### src/mee_pkg.sv
// Shared types and constants for the MessagePack element encoder.
package mee_pkg;

	localparam logic [2:0] REQ_UINT  = 3'd0;
	localparam logic [2:0] REQ_BOOL  = 3'd1;
	localparam logic [2:0] REQ_STR   = 3'd2;
	localparam logic [2:0] REQ_BIN   = 3'd3;
	localparam logic [2:0] REQ_RAW   = 3'd4;
	localparam logic [2:0] REQ_ARRAY = 3'd5;
	localparam logic [2:0] REQ_MAP   = 3'd6;
	localparam logic [2:0] REQ_NONE  = 3'd7;

	localparam logic [7:0] MP_UINT8  = 8'hcc;
	localparam logic [7:0] MP_UINT16 = 8'hcd;
	localparam logic [7:0] MP_UINT32 = 8'hce;
	localparam logic [7:0] MP_UINT64 = 8'hcf;
	localparam logic [7:0] MP_FALSE  = 8'hc2;
	localparam logic [7:0] MP_TRUE   = 8'hc3;
	localparam logic [7:0] MP_FIXSTR = 8'ha0;
	localparam logic [7:0] MP_STR8   = 8'hd9;
	localparam logic [7:0] MP_BIN8   = 8'hc4;
	localparam logic [7:0] MP_BIN16  = 8'hc5;
	localparam logic [7:0] MP_FIXARR = 8'h90;
	localparam logic [7:0] MP_FIXMAP = 8'h80;
	localparam logic [7:0] MP_MAP16  = 8'hde;

	localparam int SEQ_BYTES = 9;
	localparam int SEQ_W     = 8 * SEQ_BYTES;

	// APB register word index
	localparam logic REG_BUFFER_LIMIT = 1'b0;

	// one classified element: bytes left-aligned, first byte in the top lane
	typedef struct packed {
		logic             err;
		logic [3:0]       nbytes;
		logic [SEQ_W-1:0] seq;
	} cmd_t;

endpackage

### src/mee_front.sv
// Front end: accepts elements, picks the encoding and tracks the sticky error.
module mee_front (
	input  logic              clk,
	input  logic              arst_n,
	input  logic              in_valid,
	input  logic              q_full,
	input  logic [2:0]        req_type,
	input  logic [63:0]       value,
	input  logic [15:0]       length,
	input  logic [7:0]        data_byte,
	output logic              in_ready,
	output logic              q_push,
	output mee_pkg::cmd_t     q_cmd
);

	logic halted_q;
	logic bad_len;
	logic take;

	assign in_ready = ~q_full;
	assign take     = in_valid & in_ready;
	assign q_push   = take & (req_type != mee_pkg::REQ_NONE);

	always_comb begin
		bad_len = 1'b0;
		if (req_type == mee_pkg::REQ_STR && length[15:8] != 8'd0)
			bad_len = 1'b1;
		if (req_type == mee_pkg::REQ_ARRAY && length[15:4] != 12'd0)
			bad_len = 1'b1;
	end

	always_comb begin
		q_cmd.err    = halted_q | bad_len;
		q_cmd.nbytes = 4'd1;
		q_cmd.seq    = '0;
		if (!q_cmd.err) begin
			case (req_type)
				mee_pkg::REQ_UINT: begin
					if (value[63:7] == 57'd0) begin
						q_cmd.seq = {value[7:0], 64'd0};
					end else if (value[63:8] == 56'd0) begin
						q_cmd.nbytes = 4'd2;
						q_cmd.seq    = {mee_pkg::MP_UINT8, value[7:0], 56'd0};
					end else if (value[63:16] == 48'd0) begin
						q_cmd.nbytes = 4'd3;
						q_cmd.seq    = {mee_pkg::MP_UINT16, value[15:0], 48'd0};
					end else if (value[63:32] == 32'd0) begin
						q_cmd.nbytes = 4'd5;
						q_cmd.seq    = {mee_pkg::MP_UINT32, value[31:0], 32'd0};
					end else begin
						q_cmd.nbytes = 4'd9;
						q_cmd.seq    = {mee_pkg::MP_UINT64, value};
					end
				end
				mee_pkg::REQ_BOOL: begin
					q_cmd.seq = {(value != 64'd0) ? mee_pkg::MP_TRUE : mee_pkg::MP_FALSE,
						64'd0};
				end
				mee_pkg::REQ_STR: begin
					if (length[7:5] == 3'd0) begin
						q_cmd.seq = {mee_pkg::MP_FIXSTR | {3'd0, length[4:0]}, 64'd0};
					end else begin
						q_cmd.nbytes = 4'd2;
						q_cmd.seq    = {mee_pkg::MP_STR8, length[7:0], 56'd0};
					end
				end
				mee_pkg::REQ_BIN: begin
					if (length[15:8] == 8'd0) begin
						q_cmd.nbytes = 4'd2;
						q_cmd.seq    = {mee_pkg::MP_BIN8, length[7:0], 56'd0};
					end else begin
						q_cmd.nbytes = 4'd3;
						q_cmd.seq    = {mee_pkg::MP_BIN16, length, 48'd0};
					end
				end
				mee_pkg::REQ_RAW: begin
					q_cmd.seq = {data_byte, 64'd0};
				end
				mee_pkg::REQ_ARRAY: begin
					q_cmd.seq = {mee_pkg::MP_FIXARR | {4'd0, length[3:0]}, 64'd0};
				end
				mee_pkg::REQ_MAP: begin
					if (length[15:4] == 12'd0) begin
						q_cmd.seq = {mee_pkg::MP_FIXMAP | {4'd0, length[3:0]}, 64'd0};
					end else begin
						q_cmd.nbytes = 4'd3;
						q_cmd.seq    = {mee_pkg::MP_MAP16, length, 48'd0};
					end
				end
				default: begin
					q_cmd.seq = '0;
				end
			endcase
		end
	end

	always_ff @(posedge clk or negedge arst_n) begin
		if (!arst_n) begin
			halted_q <= 1'b0;
		end else if (q_push && bad_len) begin
			halted_q <= 1'b1;
		end
	end

endmodule

### src/mee_fifo.sv
// Small register queue of classified elements between front and back.
module mee_fifo #(
	parameter int DEPTH = 2
) (
	input  logic          clk,
	input  logic          arst_n,
	input  logic          push,
	input  mee_pkg::cmd_t push_cmd,
	input  logic          pop,
	output logic          full,
	output logic          nonempty,
	output mee_pkg::cmd_t head
);

	localparam int AW = (DEPTH > 1) ? $clog2(DEPTH) : 1;
	localparam int CW = $clog2(DEPTH + 1);

	mee_pkg::cmd_t    entry_q [DEPTH];
	logic [AW-1:0]    wr_ptr_q;
	logic [AW-1:0]    rd_ptr_q;
	logic [CW-1:0]    count_q;

	assign full     = (count_q == CW'(DEPTH));
	assign nonempty = (count_q != '0);
	assign head     = entry_q[rd_ptr_q];

	always_ff @(posedge clk) begin
		if (push)
			entry_q[wr_ptr_q] <= push_cmd;
	end

	always_ff @(posedge clk or negedge arst_n) begin
		if (!arst_n) begin
			wr_ptr_q <= '0;
			rd_ptr_q <= '0;
			count_q  <= '0;
		end else begin
			if (push)
				wr_ptr_q <= (wr_ptr_q == AW'(DEPTH - 1)) ? '0 : wr_ptr_q + 1'b1;
			if (pop)
				rd_ptr_q <= (rd_ptr_q == AW'(DEPTH - 1)) ? '0 : rd_ptr_q + 1'b1;
			if (push && !pop)
				count_q <= count_q + 1'b1;
			else if (pop && !push)
				count_q <= count_q - 1'b1;
		end
	end

endmodule

### src/mee_back.sv
// Back end: shifts out one byte per cycle unless the receiver stalls, and keeps the buffer byte count.
module mee_back (
	input  logic          clk,
	input  logic          arst_n,
	input  logic [15:0]   buffer_limit,
	input  logic          q_nonempty,
	input  mee_pkg::cmd_t q_head,
	output logic          q_pop,
	input  logic          out_ready,
	output logic          out_valid,
	output logic [7:0]    out_byte,
	output logic          stored,
	output logic          last,
	output logic          error
);

	logic [mee_pkg::SEQ_W-1:0] seq_q;
	logic [3:0]                rem_q;
	logic                      err_q;
	logic                      act_q;
	logic [15:0]               written_q;
	logic                      emit;
	logic                      final_byte;
	logic                      keep;

	assign emit       = act_q & (~out_valid | out_ready);
	assign final_byte = (rem_q == 4'd1);
	// next element loads as the previous one hands out its final byte
	assign q_pop      = q_nonempty & (~act_q | (emit & final_byte));
	assign keep       = ~err_q & (written_q < buffer_limit);

	always_ff @(posedge clk) begin
		if (q_pop) begin
			seq_q <= q_head.seq;
			rem_q <= q_head.nbytes;
			err_q <= q_head.err;
		end else if (emit) begin
			seq_q <= {seq_q[mee_pkg::SEQ_W-9:0], 8'd0};
			rem_q <= rem_q - 4'd1;
		end
		if (emit) begin
			out_byte <= seq_q[mee_pkg::SEQ_W-1 -: 8];
			stored   <= keep;
			last     <= final_byte;
			error    <= err_q;
		end
	end

	always_ff @(posedge clk or negedge arst_n) begin
		if (!arst_n) begin
			act_q     <= 1'b0;
			out_valid <= 1'b0;
			written_q <= '0;
		end else begin
			if (q_pop)
				act_q <= 1'b1;
			else if (emit && final_byte)
				act_q <= 1'b0;
			if (emit)
				out_valid <= 1'b1;
			else if (out_ready)
				out_valid <= 1'b0;
			if (emit && keep)
				written_q <= written_q + 16'd1;
		end
	end

endmodule

### src/msgpack_element_encoder_top.sv
// Top level of the MessagePack element encoder: APB register, front, queue, back.
//
// Input channel (in_valid/in_ready) takes one typed element per transaction;
// req_type 7 is accepted and dropped without output. Output channel
// (out_valid/out_ready) carries one encoded byte per transaction, most
// significant byte first, with last on the final byte of each element.
// An element yields 1 to 9 bytes (uint64 is nine); the output register emits
// one byte per cycle while out_ready is high. The first byte passes through
// the queue, the back-end shift register and the output register. The queue
// holds QUEUE_DEPTH classified elements, so the front keeps accepting while
// the back is busy.
// An unsupported length (string of 256 or more, array above 15) gives one
// error byte and halts: later elements each give one error byte until reset.
// When the receiver stalls, the output byte holds, the queue fills and then
// in_ready drops. Reset clears the byte count, the error flag and the queue,
// and sets buffer_limit to 65535. buffer_limit sits at APB address 0.
module msgpack_element_encoder_top #(
	parameter int QUEUE_DEPTH = 2
) (
	input  logic        clk,
	input  logic        arst_n,
	input  logic        psel,
	input  logic        penable,
	input  logic        pwrite,
	input  logic [2:0]  paddr,
	input  logic [31:0] pwdata,
	output logic [31:0] prdata,
	output logic        pready,
	input  logic        in_valid,
	output logic        in_ready,
	input  logic [2:0]  req_type,
	input  logic [63:0] value,
	input  logic [15:0] length,
	input  logic [7:0]  data_byte,
	output logic        out_valid,
	input  logic        out_ready,
	output logic [7:0]  out_byte,
	output logic        stored,
	output logic        last,
	output logic        error
);

	logic [15:0]   buffer_limit_q;
	logic          q_full;
	logic          q_nonempty;
	logic          q_push;
	logic          q_pop;
	mee_pkg::cmd_t q_cmd;
	mee_pkg::cmd_t q_head;

	assign pready = 1'b1;
	assign prdata = (paddr[2] == mee_pkg::REG_BUFFER_LIMIT) ? {16'd0, buffer_limit_q} : 32'd0;

	always_ff @(posedge clk or negedge arst_n) begin
		if (!arst_n) begin
			buffer_limit_q <= 16'hffff;
		end else if (psel && penable && pwrite && pready
			&& paddr[2] == mee_pkg::REG_BUFFER_LIMIT) begin
			buffer_limit_q <= pwdata[15:0];
		end
	end

	mee_front u_front (
		.clk       (clk),
		.arst_n    (arst_n),
		.in_valid  (in_valid),
		.q_full    (q_full),
		.req_type  (req_type),
		.value     (value),
		.length    (length),
		.data_byte (data_byte),
		.in_ready  (in_ready),
		.q_push    (q_push),
		.q_cmd     (q_cmd)
	);

	mee_fifo #(
		.DEPTH (QUEUE_DEPTH)
	) u_fifo (
		.clk      (clk),
		.arst_n   (arst_n),
		.push     (q_push),
		.push_cmd (q_cmd),
		.pop      (q_pop),
		.full     (q_full),
		.nonempty (q_nonempty),
		.head     (q_head)
	);

	mee_back u_back (
		.clk          (clk),
		.arst_n       (arst_n),
		.buffer_limit (buffer_limit_q),
		.q_nonempty   (q_nonempty),
		.q_head       (q_head),
		.q_pop        (q_pop),
		.out_ready    (out_ready),
		.out_valid    (out_valid),
		.out_byte     (out_byte),
		.stored       (stored),
		.last         (last),
		.error        (error)
	);

endmodule
### config.mk
export PLATFORM = sky130hd
export DESIGN_NAME = msgpack_element_encoder_top
export DESIGN_NICKNAME = d
export VERILOG_FILES = /design/src/mee_pkg.sv /design/src/mee_front.sv /design/src/mee_fifo.sv /design/src/mee_back.sv /design/src/msgpack_element_encoder_top.sv
export SDC_FILE = /design/constraint.sdc
export NUM_CORES = 1
export LEC_CHECK = 0
export BUFFER_PORTS_ARGS = -buffer_cell sky130_fd_sc_hd__clkbuf_2
export CAP_MARGIN = 5
export CELL_PAD_IN_SITES_DETAIL_PLACEMENT = 0
export CELL_PAD_IN_SITES_GLOBAL_PLACEMENT = 1
export CORE_ASPECT_RATIO = 0.7
export CORE_MARGIN = 4
export CORE_UTILIZATION = 45
export DETAILED_ROUTE_END_ITERATION = 12
export PLACE_DENSITY_LB_ADDON = 0.1
export SYNTH_ARGS = -nofsm -noshare
export SYNTH_HDL_FRONTEND = slang
export SYNTH_HIERARCHICAL = 1
export SYNTH_SLANG_ARGS = --single-unit
export TNS_END_PERCENT = 1
### constraint.sdc
create_clock -name clk -period 5.55 [get_ports clk]
set_input_delay 0.555 -clock clk [delete_from_list [all_inputs] [get_ports clk]]
set_output_delay 0.555 -clock clk [all_outputs]
set_load 0.1 [all_outputs]
# Word-level counts from Yosys, hierarchy flattened
# Memory sizes are Yosys's and may differ from the RTL's.
# Index checks and enable logic that the tools add are counted.
[totals]
regBits = 127
ram_bits = 154
in_bits = 133
output_inout_bits = 46
word_cells = 105
n_memories = 1
[memory_table]
columns = ["name", "depth", "word_bits", "read_ports", "rd_ports_with_merged_regs", "wr", "line_no", "source"]
rows = [
  ["u_fifo.entry_q", 2, 77, 1, 0, 1, "mee_fifo.sv:18", "mee_pkg::cmd_t entry_q [DEPTH];"],
]
[op_classes]
n_addsub = 6
n_lt_le_gt_ge = 1
n_eq_ne = 9
muxes = 31
bitwise = 14
n_reduce_logical = 28
[op_table]
columns = ["op", "count"]
rows = [
  ["72-bit one-hot mux with 7 select lines", 1],
  ["76-bit two-way mux", 4],
  ["72-bit two-way mux", 3],
  ["71-bit two-way mux", 2],
  ["73-bit two-way mux", 1],
  ["64-bit nonzero test", 1],
  ["57-bit zero test", 1],
  ["56-bit zero test", 1],
  ["48-bit zero test", 1],
  ["32-bit zero test", 1],
  ["16-bit by 1-bit adder with 16-bit output, second input constant", 1],
  ["16-bit less-than comparator", 1],
  ["16-bit two-way mux", 1],
  ["4-bit one-hot mux with 4 select lines", 1],
  ["12-bit zero test", 1],
  ["4-bit two-way mux", 3],
  ["12-bit nonzero test", 1],
  ["1-bit two-way mux", 11],
  ["1-bit logical AND", 10],
  ["2-bit nonzero test", 5],
  ["3-bit == test, second input constant", 3],
  ["8-bit zero test", 1],
  ["2-bit two-way mux", 4],
  ["8-bit nonzero test", 1],
  ["14 further kinds", 29],
]

# Depth between registers and ports, before layout
# Gate-level depths: netlist of the first run.
[logic_depth]
word_depth = 9
mapped_depth = 13
mapped_depth_nobuf = 12

# Hierarchy
# Netlist of the first run, hierarchy kept.
[modules_own_cells]
columns = ["module", "n_inst", "cells_per_inst", "area_each_um2", "seq_area_each_um2"]
rows = [
  ["mee_fifo", 1, 256, 5825.6, 4724.5],
  ["mee_back", 1, 450, 4840.9, 3093.0],
  ["mee_front", 1, 297, 1700.4, 25.0],
  ["msgpack_element_encoder_top", 1, 70, 919.6, 420.4],
]

# Least setup slack after synthesis of the first run
# Ideal clock, no wire load.
[synth_path]
path_type = "input to register"
from = "input req_type[0]"
to = "memory u_fifo/entry_q[0][0] (netlist bit) (enable)"
setup_time_ns = 0.522
t_arrival_ns = 4.913
required_ns = 5.028
slack_ns = 0.115
cell_stages = 5
n_path_buf = 2
path_cell_list = "clkbuf_1 clkbuf_1 and3_1 nor3_1 nor2b_1"
[synth_between]
elab_chain_cells = 4
[synth_rtl]
columns = ["element", "line_no", "source"]
rows = [
  ["from (decl)", "msgpack_element_encoder_top.sv:31", "input logic [2:0] req_type,"],
  ["3-bit inequality test", "mee_front.sv:22", "assign q_push = take & (req_type != mee_pkg::REQ_NONE);"],
  ["1-bit bitwise AND", "mee_front.sv:22", ""],
  ["net q_push", "msgpack_element_encoder_top.sv:46", "logic q_push;"],
  ["1-bit two-way mux", "mee_fifo.sv:28", "if (push)"],
  ["1-bit two-way mux (implied by the code)", "mee_fifo.sv:29", "entry_q[wr_ptr_q] <= push_cmd;"],
  ["to (decl)", "mee_fifo.sv:18", ""],
]
# The timed path passes the listed nets, and every way through them passes these cells.

# Worst setup path after layout of the first run
[layout_path]
from = "register u_back.rem_q[1]"
to = "register u_back/seq_q[39] (netlist bit) (enable)"
[layout_between]
elab_chain_cells = 5
[layout_rtl]
columns = ["element", "line_no", "source"]
rows = [
  ["from (decl)", "mee_back.sv:18", "logic [3:0] rem_q;"],
  ["from (signal assigned)", "mee_back.sv:35", "rem_q <= q_head.nbytes;"],
  ["from (signal assigned)", "mee_back.sv:39", "rem_q <= rem_q - 4'd1;"],
  ["4-bit by 1-bit == test with 1-bit output", "mee_back.sv:27", "assign final_byte = (rem_q == 4'd1);"],
  ["net u_back.final_byte", "mee_back.sv:23", "logic final_byte;"],
  ["1-bit bitwise AND", "mee_back.sv:29", "assign q_pop = q_nonempty & (~act_q | (emit & final_byte));"],
  ["1-bit bitwise OR", "mee_back.sv:29", ""],
  ["1-bit bitwise AND", "mee_back.sv:29", ""],
  ["2-bit nonzero test (no line)", "--", ""],
  ["to (signal assigned)", "mee_back.sv:34", "seq_q <= q_head.seq;"],
  ["to (signal assigned)", "mee_back.sv:38", "seq_q <= {seq_q[mee_pkg::SEQ_W-9:0], 8'd0};"],
  ["to (decl)", "mee_back.sv:17", "logic [mee_pkg::SEQ_W-1:0] seq_q;"],
]
# The timed path passes the listed nets, and every way through them passes these cells.
# A chain may end at the register's enable or synchronous reset.

==> results of run 1 <==
==> where the power goes <==
group          internal (mW)  switching (mW)
clock network           1.10           0.793
logic                  0.659            1.08
registers               2.98           0.284
total                   4.74            2.16
==> per-stage QoR <==
stage	area [sq um]	instances	power (mW)	worst slack, ns
2_1_floorplan	13300	1088	4.61	0.115
3_3_place_gp	14200	1548	5.04	2.22
3_5_place_dp	14200	1548	5.06	2.23
4_1_cts	15200	1602	6.98	2.36
5_1_grt	15200	1603	7.25	2.10
6_report	15200	1603	6.90	2.38
==> how the worst max path moves through the flow <==
stage,cells past startpoint,slack (ns),endpoint
global placement,5,2.22,u_fifo/entry_q[1][51]
CTS,8,2.36,u_back/seq_q[31]
global route,8,2.10,u_back/seq_q[8]
detailed placement,5,2.23,u_fifo/entry_q[1][57]
finish,8,2.38,u_back/seq_q[39]
floorplan,5,0.12,u_fifo/entry_q[0][0]
==> registers in the layout, summed over array words and instances, names as in the netlist, 2 cells and up <==
register / count
u_back/out_byte: 8
u_back/seq_q: 72
u_fifo/entry_q: 154
u_back/rem_q: 4
u_fifo/count_q: 2
u_back/written_q: 16
buffer_limit_q: 16
==> worst register-to-register path: stages, from the launching register on <==
cell	delay, ns
edfxtp_1	0.38
inv_1	0.09
ha_1	0.14
nor3b_1	0.28
nand2_1	0.09
nand2_1	0.37
nand2_2	0.27
nand2_4	0.59
buf_4	0.56
==> placed cells by master (no fill, tap or decap), types with 16 or more instances in the layout <==
master,n
nor2_1,33
nand2_1,230
inv_1,27
and2_1,31
nor4_1,21
xor2_1,16
clkbuf_2,143
a21oi_1,56
nor2b_1,21
conb_1,17
dfstp_2,16
o21ai_0,32
clkbuf_16,29
ha_1,19
edfxtp_1,242
mux2_2,64
mux2_4,30
dfrtp_1,22
==> routing by layer <==
layer	vias to the layer above	GRT usage, %
li1	4099	-
met1	4284	33.8
met2	350	30.5
met3	49	3.15
met4	0	5.24
met5	-	0
==> logic make-up after synthesis <==
| kind of cell | after synthesis | synth area share, % |
|---|---|---|
| fa+ha+maj | 19 | 1.79 |
| other cells | 2 | 0.0565 |
| mux | 96 | 8.97 |
| flops | 281 | 62.2 |
| xor+xnor | 22 | 1.45 |
| compound gates | 140 | 6.75 |
| buf+inv | 101 | 3.89 |
| simple gates | 412 | 14.9 |
==> area by class of cell <==
cell class / instances / area, sq um / area share (%)
timing repair buffer: 155 / 806 / 5.32
tap: 378 / 473 / 3.12
sequential: 281 / 8270 / 54.5
antenna: 1 / 2.50 / 0.0165
clock inverter: 18 / 164 / 1.08
multi-input combinational: 706 / 4590 / 30.3
clock buffer: 36 / 752 / 4.96
inverter: 28 / 105 / 0.693
==> qor.yml, run 1 <==
detailed_routing:
  vias: 8782
  met1_length_um: 16400
  wirelength_um: 34600
  first_pass_iters: 5
  wl_per_cell_um: 21.6
  ant_nets: 0
  wl_met3_um: 2600
  wl_met2_um: 14800
  drt-vias-per-instance: 5.48
  drtIter0Drc: 788
  highest_layer: "met4"
  drc: 0
grt:
  grt_max_degree: 63
  grt_pass1_vias: 8503
  antenna_found_initial: 1
  grt_pass1_wl_um: 51700
  grt_use_total_pct: 21.2
  overflow: 0
setup_path:
  crit_arrival_ns: 3.35
  slowest_delay_ns: 0.59
  ff2ff_path_depth: 8
  worstPathRequired_ns: 5.74
  critPathCaptureType: "register"
  path_cells: "inv_1 > ha_1 > nor3b_1 > nand2_1 > nand2_1 > nand2_2 > nand2_4 > buf_4"
  crit_slowest_cell: "nand2_4"
  critPathBufInv: 2
  path_delay_family: "simple AND/OR/NAND/NOR gates"
  cp-start-kind: "register"
  r2r_slack_ns: 2.38
  path_max_fanout: 47
  worst_path_most_repeated_cell: "nand2_1"
  regToRegStartpoint: "u_back/rem_q[1]"
  crit_start: "u_back/rem_q[1]"
  reg2reg_to: "u_back/seq_q[39]"
  path_class: "reg2reg"
clocking:
  cts_tree: "yes"
  clock-sinks: 281
  hold_buffers: 0
  htreeDepth: 1
  cts_buffers: 29
  cts_resized: 0
  worstSkewPairLatency_ns: 0.55
  path_clk_slew_ns: 0.06
  clock-root-buffer: "clkbuf_16"
  cts_buffer_depth: 3
  postCtsSetupRepairBufs: 0
die:
  io_pins: 179
  core_area_sq_um: 29000
  die_y_um: 152
  chipWidth_um: 213
  start_util_pct: 45.8
  std_cell_rows: 52
  die-area_sq_um: 32400
layout:
  drive_gt1_share_pct: 26.6
  fin_nets: 1353
  syn2layout_area_growth_pct: 14.1
  finish.utilization_pct: 52.2
  fillers: 2601
synth:
  post-synth-top-count-cell: "edfxtp_1"
  syn_inst: 1073
  synth-seq-area-share_pct: 62.2
  synth_seq_cells: 281
  syn-mean-instance-area_sq_um: 12.4
  netlist.area_leader.share_pct: 54.7
  yosys.cell_types.count: 66
  yosys.area.top_type: "edfxtp_1"
  synth_warnings: 6
  synth_edf_count: 242
  synth-async-reset-ratio_pct: 13.9
  syn_area_sq_um: 13300
  yosys_most_used_dff: "edfxtp_1"
  ys_top_cells_by_area: "edfxtp_1, nand2_1, mux2_2, dfrtp_1, mux2_4"
  yosys-top-cells-count: "edfxtp_1, nand2_1, mux2_2"
timing:
  timing.final.crit_share_pct: 57.1
  finClkSkew_ns: 0.0107
  maxSlewHeadroom_pct: 26.3
  rsz0062_at_grt: "false"
  timing.hold.ws_ns: 0.0651
  setup_tns_ns: 0
  clock.fmax_ghz: 0.316
  final_hold_viol_count: 0
  drv_slew: 0
  fin_crit_ns: 3.17
  setup_viol: 0
  tightestPinTransition_ns: 1.10
flow_run:
  drv_cap: 0
placed_design:
  port_buffers: 143
  routabilityCongestion: 0.886
  dp.final_hpwl_um: 23900
power_and_ir_drop:
  p_leak_nw: 6.00
  p_per_area_nw_per_um2: 455
  vdd_ir_drop_max_mv: 0.389
worst_hold_path:
  hp-class: "in2async"
run_status:
  status: "finished clean"
Power figures use the tool's default switching activity.
==> run 2: changes to the inputs <==
Clock period 5.55 ns to 3.2 ns, I/O delays scaled along.
==> run 2 against run 1 <==
Net effect:
- combinational power up 92%
- count of clock-buffer cells in the layout down 1
- setup slack worse by 2.0 ns
- register-to-register slack worse by 2.0 ns
- hold slack better by 0.028 ns
- critical endpoint is now u_back/written_q[15]
- flip-flop and latch count unchanged
- global-route usage up 1.3 points
==> qor.yml, run 2 (synthesis results as in run 1) <==
clocking:
  worstSkewPairLatency_ns: 0.56  # about the same
  path_clk_slew_ns: 0.06  # about the same
  htreeDepth: 1  # unchanged
  cts_resized: 0  # unchanged
  cts_buffers: 28  # -3.4%
  cts_tree: "yes"
  cts_buffer_depth: 3  # unchanged
  clock-sinks: 281  # unchanged
  clock-root-buffer: "clkbuf_16"
  postCtsSetupRepairBufs: 0  # unchanged
die:
  die_y_um: 152  # unchanged
  chipWidth_um: 213  # unchanged
  std_cell_rows: 52  # unchanged
  io_pins: 179  # unchanged
  start_util_pct: 45.8  # unchanged
  die-area_sq_um: 32400  # unchanged
  core_area_sq_um: 29000  # unchanged
worst_hold_path:
  hold_end: "u_back/out_valid"
  hp-class: "in2reg"
  hold_depth: 3
  min_from: "out_ready"
run_status:
  status: "finished clean"
power_and_ir_drop:
  power_mw: 12.1  # +75%
  vdd_ir_drop_max_mv: 0.402  # +3.3%
  p_leak_nw: 6.16  # +2.7%
  p_per_area_nw_per_um2: 778  # +71%
setup_path:
  regToRegStartpoint: "buffer_limit_q[13]"
  crit_arrival_ns: 3.33  # -0.02 ns
  path_class: "reg2reg"
  path_cells: "inv_1 > ha_1 > and4_4 > a211oi_1 > o21ai_0 > or3_1 > nor4_1 > xor2_1"
  slowest_delay_ns: 0.65  # +0.06 ns
  cp-start-kind: "register"
  worstPathRequired_ns: 3.68  # -2.06 ns
  crit_slowest_cell: "or3_1"
  critPathCaptureType: "register"
  path_max_fanout: 14  # -70%
  r2r_slack_ns: 0.34  # -2.04 ns
  ff2ff_path_depth: 8  # unchanged
  reg2reg_to: "u_back/written_q[15]"
detailed_routing:
  wirelength_um: 36700  # +6.1%
  wl_per_cell_um: 22.5  # +4.2%
  vias: 8982  # +2.3%
  drt-vias-per-instance: 5.50  # +0.46%
  first_pass_iters: 5  # unchanged
  ant_nets: 0  # unchanged
  drtIter0Drc: 887  # +13%
  drc: 0  # unchanged
placed_design:
  dp_cells: 1562  # +0.90%
  dp_slack_ns: 0.356  # -1.88 ns
  placed_area_sq_um: 14500  # +1.5%
  port_buffers: 143  # unchanged
  routabilityCongestion: 0.860  # -2.9%
  dp.final_hpwl_um: 25200  # +5.5%
timing:
  fin_crit_ns: 2.86  # -0.312 ns
  clock.fmax_ghz: 0.350  # +11%
  rsz0062_at_grt: "false"
  timing.hold.ws_ns: 0.0933  # +0.0282 ns
  maxSlewHeadroom_pct: 46.9  # +21 points
  drv_slew: 0  # unchanged
  finClkSkew_ns: 0.0186  # +0.00789 ns
  tightestPinTransition_ns: 0.792  # -0.308 ns
  setup_tns_ns: 0  # unchanged
  worst_slack_ns: 0.344  # -2.04 ns
  timing.final.crit_share_pct: 89.2  # +32 points
  setup_viol: 0  # unchanged
  final_hold_viol_count: 0  # unchanged
layout:
  final_area_sq_um: 15500  # +2.4%
  top_register: "u_fifo/entry_q"
  layout_common_cells: "edfxtp_1, nand2_1, clkbuf_2"
  final_common_cell: "edfxtp_1"
  finish.utilization_pct: 53.5  # +1.3 points
  drive_gt1_share_pct: 27.6  # +1.0 points
  instances_no_fill: 1632  # +1.8%
  fin_nets: 1384  # +2.3%
  largest_reg_flops: 154  # unchanged
  top_regs: "u_fifo/entry_q x154, u_back/seq_q x72"
  diodes: 0  # -1
  syn2layout_area_growth_pct: 16.9
grt:
  antenna_found_initial: 1  # unchanged
  grt_use_total_pct: 22.5  # +1.3 points
  grt_pass1_wl_um: 54500  # +5.6%
  grt_pass1_vias: 8856  # +4.2%
  grt_max_degree: 61  # -3.2%
  overflow: 0  # unchanged
flow_run:
  drv_cap: 0  # unchanged
==> run 2: changes by cell type in the layout (fill, tap and decap cells not counted) <==
cell	previous run	this run
buf_12	0	9
buf_4	12	17
bufinv_16	3	1
clkbuf_1	7	4
clkbuf_8	0	2
clkinv_1	7	1
clkinv_2	6	9
clkinv_4	1	0
clkinvlp_2	0	1
clkinvlp_4	0	4
diode_2	1	0
dlygate4sd3_1	0	18
==> run 2: worst max-delay path: cells and delay by family (launching register included) <==
kind / cells / cell delay, ns
xor gates and xnor gates: 1 / 0.20
and+or+nand+nor: 3 / 1.30
buffers and inverters: 1 / 0.06
DFF: 1 / 0.55
AOI/OAI and AO/OA: 2 / 0.36
adders and majority gates: 1 / 0.31
==> run 2: worst max path at each step <==
stage | start | endpoint | slack (ns) | cells past startpoint
after detailed placement | buffer_limit_q[15] | u_back/written_q[15] | 0.36 | 8
after global routing | u_back/rem_q[1] | u_fifo/count_q[1] | 0.16 | 12
final | buffer_limit_q[13] | u_back/written_q[15] | 0.34 | 8
after floorplan | req_type[0] | u_fifo/entry_q[1][0] | -0.33 | 5
after CTS | buffer_limit_q[15] | u_back/written_q[15] | 0.33 | 8
after global placement | buffer_limit_q[15] | u_back/written_q[15] | 0.39 | 8
==> run 2: report_power, final <==
| part | leakage [nW] | total, mW | switching (mW) | internal, mW |
|---|---|---|---|---|
| Clock | 0.433 | 3.20 | 1.42 | 1.79 |
| Combinational | 3.04 | 3.34 | 2.08 | 1.26 |
| Sequential | 2.69 | 5.54 | 0.369 | 5.17 |
==> run 2: what timing repair did <==
action | CTS | global route
setup endpoints to repair | 0 | 0
endpoints found under the hold margin | 40 | 0
hold buffers | 18 | 0
==> run 2: routing by layer <==
metal	global-route usage, %	wire length (um)	part of all wire, %	up-vias
met5	0	0	0	-
met2	32.8	15700	43	322
met1	34.1	17400	47	4433
met4	5.21	908	2.5	0
li1	-	-	-	4163
met3	5.49	2760	7.5	64
==> run 2: cell type report <==
class | count | area (sq um)
timing repair buffer | 187 | 1200
multi-input combinational | 706 | 4590
clock inverter | 17 | 123
fill | 2549 | 13500
sequential | 281 | 8270
inverter | 28 | 105
tap | 378 | 473
clock buffer | 35 | 768
==> run 3: changes to the inputs <==
==> constraint.sdc (replaced) <==
create_clock -name clk -period 3.2 [get_ports clk]
set_input_delay 0.32 -clock clk [delete_from_list [all_inputs] [get_ports clk]]
set_output_delay 0.32 -clock clk [all_outputs]
set_load 0.01 [all_outputs]
==> run 3 against run 2 <==
Net effect:
- non-clock buffer count up 1
- sequential power grew 1%
- wire length is 4.1% lower
- via count fell by 0.90%
- critical path depth grew 1
- combinational power fell by 17%
- highest routed layer unchanged
- fmax increased by 0.18%
- critical endpoint is now u_back/written_q[1]
- cell area is 0.31% higher
- sequential share of layout area fell by 0.16 points
- die area did not move
- clock power grew 2%
==> qor.yml, run 3 (synthesis results as in run 1) <==
run_status:
  status: "finished clean"
layout:
  fillers: 2526  # -0.90%
  largest_reg_flops: 154  # unchanged
  drive_gt1_share_pct: 27.1  # -0.54 points
  finish.utilization_pct: 53.7  # +0.16 points
  top_regs: "u_fifo/entry_q x154, u_back/seq_q x72"
  diodes: 0  # unchanged
  multi_input_area_sq_um: 4590  # unchanged
  syn2layout_area_growth_pct: 17.2
  layout_common_cells: "edfxtp_1, nand2_1, clkbuf_2"
  final_common_cell: "edfxtp_1"
  final_area_sq_um: 15600  # +0.31%
  instances_no_fill: 1631  # -0.061%
  seq_area_sq_um: 8270  # unchanged
  fin_nets: 1385  # +0.072%
  top_register: "u_fifo/entry_q"
detailed_routing:
  ant_nets: 0  # unchanged
  vias: 8901  # -0.90%
  drt-vias-per-instance: 5.46  # -0.84%
  wl_per_cell_um: 21.6  # -4.1%
  drtIter0Drc: 732  # -17%
  first_pass_iters: 6  # +1
  drc: 0  # unchanged
  wirelength_um: 35200  # -4.1%
clocking:
  cts_resized: 0  # unchanged
  worstSkewPairLatency_ns: 0.55  # about the same
  clock-root-buffer: "clkbuf_16"
  htreeDepth: 1  # unchanged
  cts_tree: "yes"
  clock-sinks: 281  # unchanged
  cts_buffer_depth: 3  # unchanged
  path_clk_slew_ns: 0.07  # about the same
  cts_buffers: 28  # unchanged
setup_path:
  ff2ff_path_depth: 9  # +1
  regToRegStartpoint: "buffer_limit_q[15]"
  worst_path_most_repeated_cell: "inv_1"
  worstPathRequired_ns: 3.64  # -0.04 ns
  path_class: "reg2reg"
  path_max_fanout: 14  # unchanged
  crit_arrival_ns: 3.29  # -0.04 ns
  path_delay_family: "simple AND/OR/NAND/NOR gates"
  critPathBufInv: 2  # +1
  slowest_delay_ns: 0.64  # about the same
  cp-start-kind: "register"
  critPathCaptureType: "register"
  path_cells: "inv_1 > ha_1 > and4_4 > a211oi_1 > o21ai_0 > or3_1 > inv_1 > nand2_1 > mux2_2"
  crit_slowest_cell: "or3_1"
  reg2reg_to: "u_back/written_q[1]"
  r2r_slack_ns: 0.35  # about the same
timing:
  timing.final.crit_share_pct: 89.1  # -0.16 points
  final_hold_viol_count: 0  # unchanged
  fin_crit_ns: 2.85  # -0.00513 ns
  timing.hold.ws_ns: 0.109  # +0.0160 ns
  maxSlewHeadroom_pct: 25.0  # -22 points
  setup_viol: 0  # unchanged
  rsz0062_at_grt: "false"
  worst_slack_ns: 0.349  # +0.00513 ns
  clock.fmax_ghz: 0.351  # +0.18%
  finClkSkew_ns: 0.0103  # -0.00832 ns
  drv_slew: 0  # unchanged
  tightestPinTransition_ns: 1.12  # +0.327 ns
  setup_tns_ns: 0  # unchanged
grt:
  grt_use_total_pct: 21.5  # -0.95 points
  grt_pass1_wl_um: 52600  # -3.6%
  grt_pass1_vias: 8578  # -3.1%
  overflow: 0  # unchanged
  antenna_found_initial: 0  # -1
  grt_max_degree: 68  # +11%
die:
  die_y_um: 152  # unchanged
  start_util_pct: 45.8  # unchanged
  io_pins: 179  # unchanged
  core_area_sq_um: 29000  # unchanged
  chipWidth_um: 213  # unchanged
  die-area_sq_um: 32400  # unchanged
  std_cell_rows: 52  # unchanged
placed_design:
  dp.final_hpwl_um: 24600  # -2.3%
  routabilityCongestion: 0.866  # +0.70%
  placed_area_sq_um: 14500  # about the same
  dp_cells: 1563  # +0.064%
  port_buffers: 143  # unchanged
  dp_slack_ns: 0.361  # +0.00551 ns
worst_hold_path:
  hold_end: "u_back/out_valid"
  min_from: "out_ready"
  hold_depth: 3  # unchanged
  hp-class: "in2reg"
power_and_ir_drop:
  vdd_ir_drop_max_mv: 0.460  # +15%
  p_per_area_nw_per_um2: 748  # -3.9%
  p_leak_nw: 6.19  # +0.37%
  power_mw: 11.6  # -3.6%
flow_run:
  drv_cap: 0  # unchanged
run 3: metal layers:
layer	up-vias	GRT usage (%)	share of wire [%]
met5	-	0	0
met4	0	3.90	1.8
met3	45	3.33	5.9
met2	277	30.6	43
met1	4424	35.1	49
li1	4155	-	-
run 3: area by class of cell:
cell class | instances | share of cell area (%)
clock inverter | 10 | 0.586
sequential | 281 | 53.1
multi-input combinational | 706 | 29.5
tap | 378 | 3.04
inverter | 28 | 0.675
timing repair buffer | 188 | 7.78
clock buffer | 40 | 5.39
run 3: where the power goes:
| group | leakage, nW | internal, mW | switching [mW] | total (mW) |
|---|---|---|---|---|
| clock | 0.454 | 1.91 | 1.38 | 3.28 |
| combinational | 3.04 | 1.27 | 1.49 | 2.76 |
| sequential | 2.69 | 5.17 | 0.437 | 5.60 |
| total | 6.19 | 8.34 | 3.30 | 11.6 |
run 3: timing repair:
item	CTS	global route
hold buffers	18	0
hold endpoints to repair	40	0
buffers inserted	0	0
run 3: how the worst max path moves through the flow:
stage,from,endpoint,depth (start not counted)
finish,buffer_limit_q[15],u_back/written_q[1],9
global route,buffer_limit_q[15],u_back/written_q[12],8
CTS,buffer_limit_q[15],u_back/written_q[1],9
detailed placement,length[8],u_fifo/entry_q[0][42],7
global placement,length[8],u_fifo/entry_q[1][42],7
floorplan,req_type[0],u_fifo/entry_q[1][0],5
run 3: worst min-delay path, delay by kind of cell:
family	cells	cell delay [ns]
buffers and inverters	1	0.08
AND/OR/NAND/NOR	2	0.22
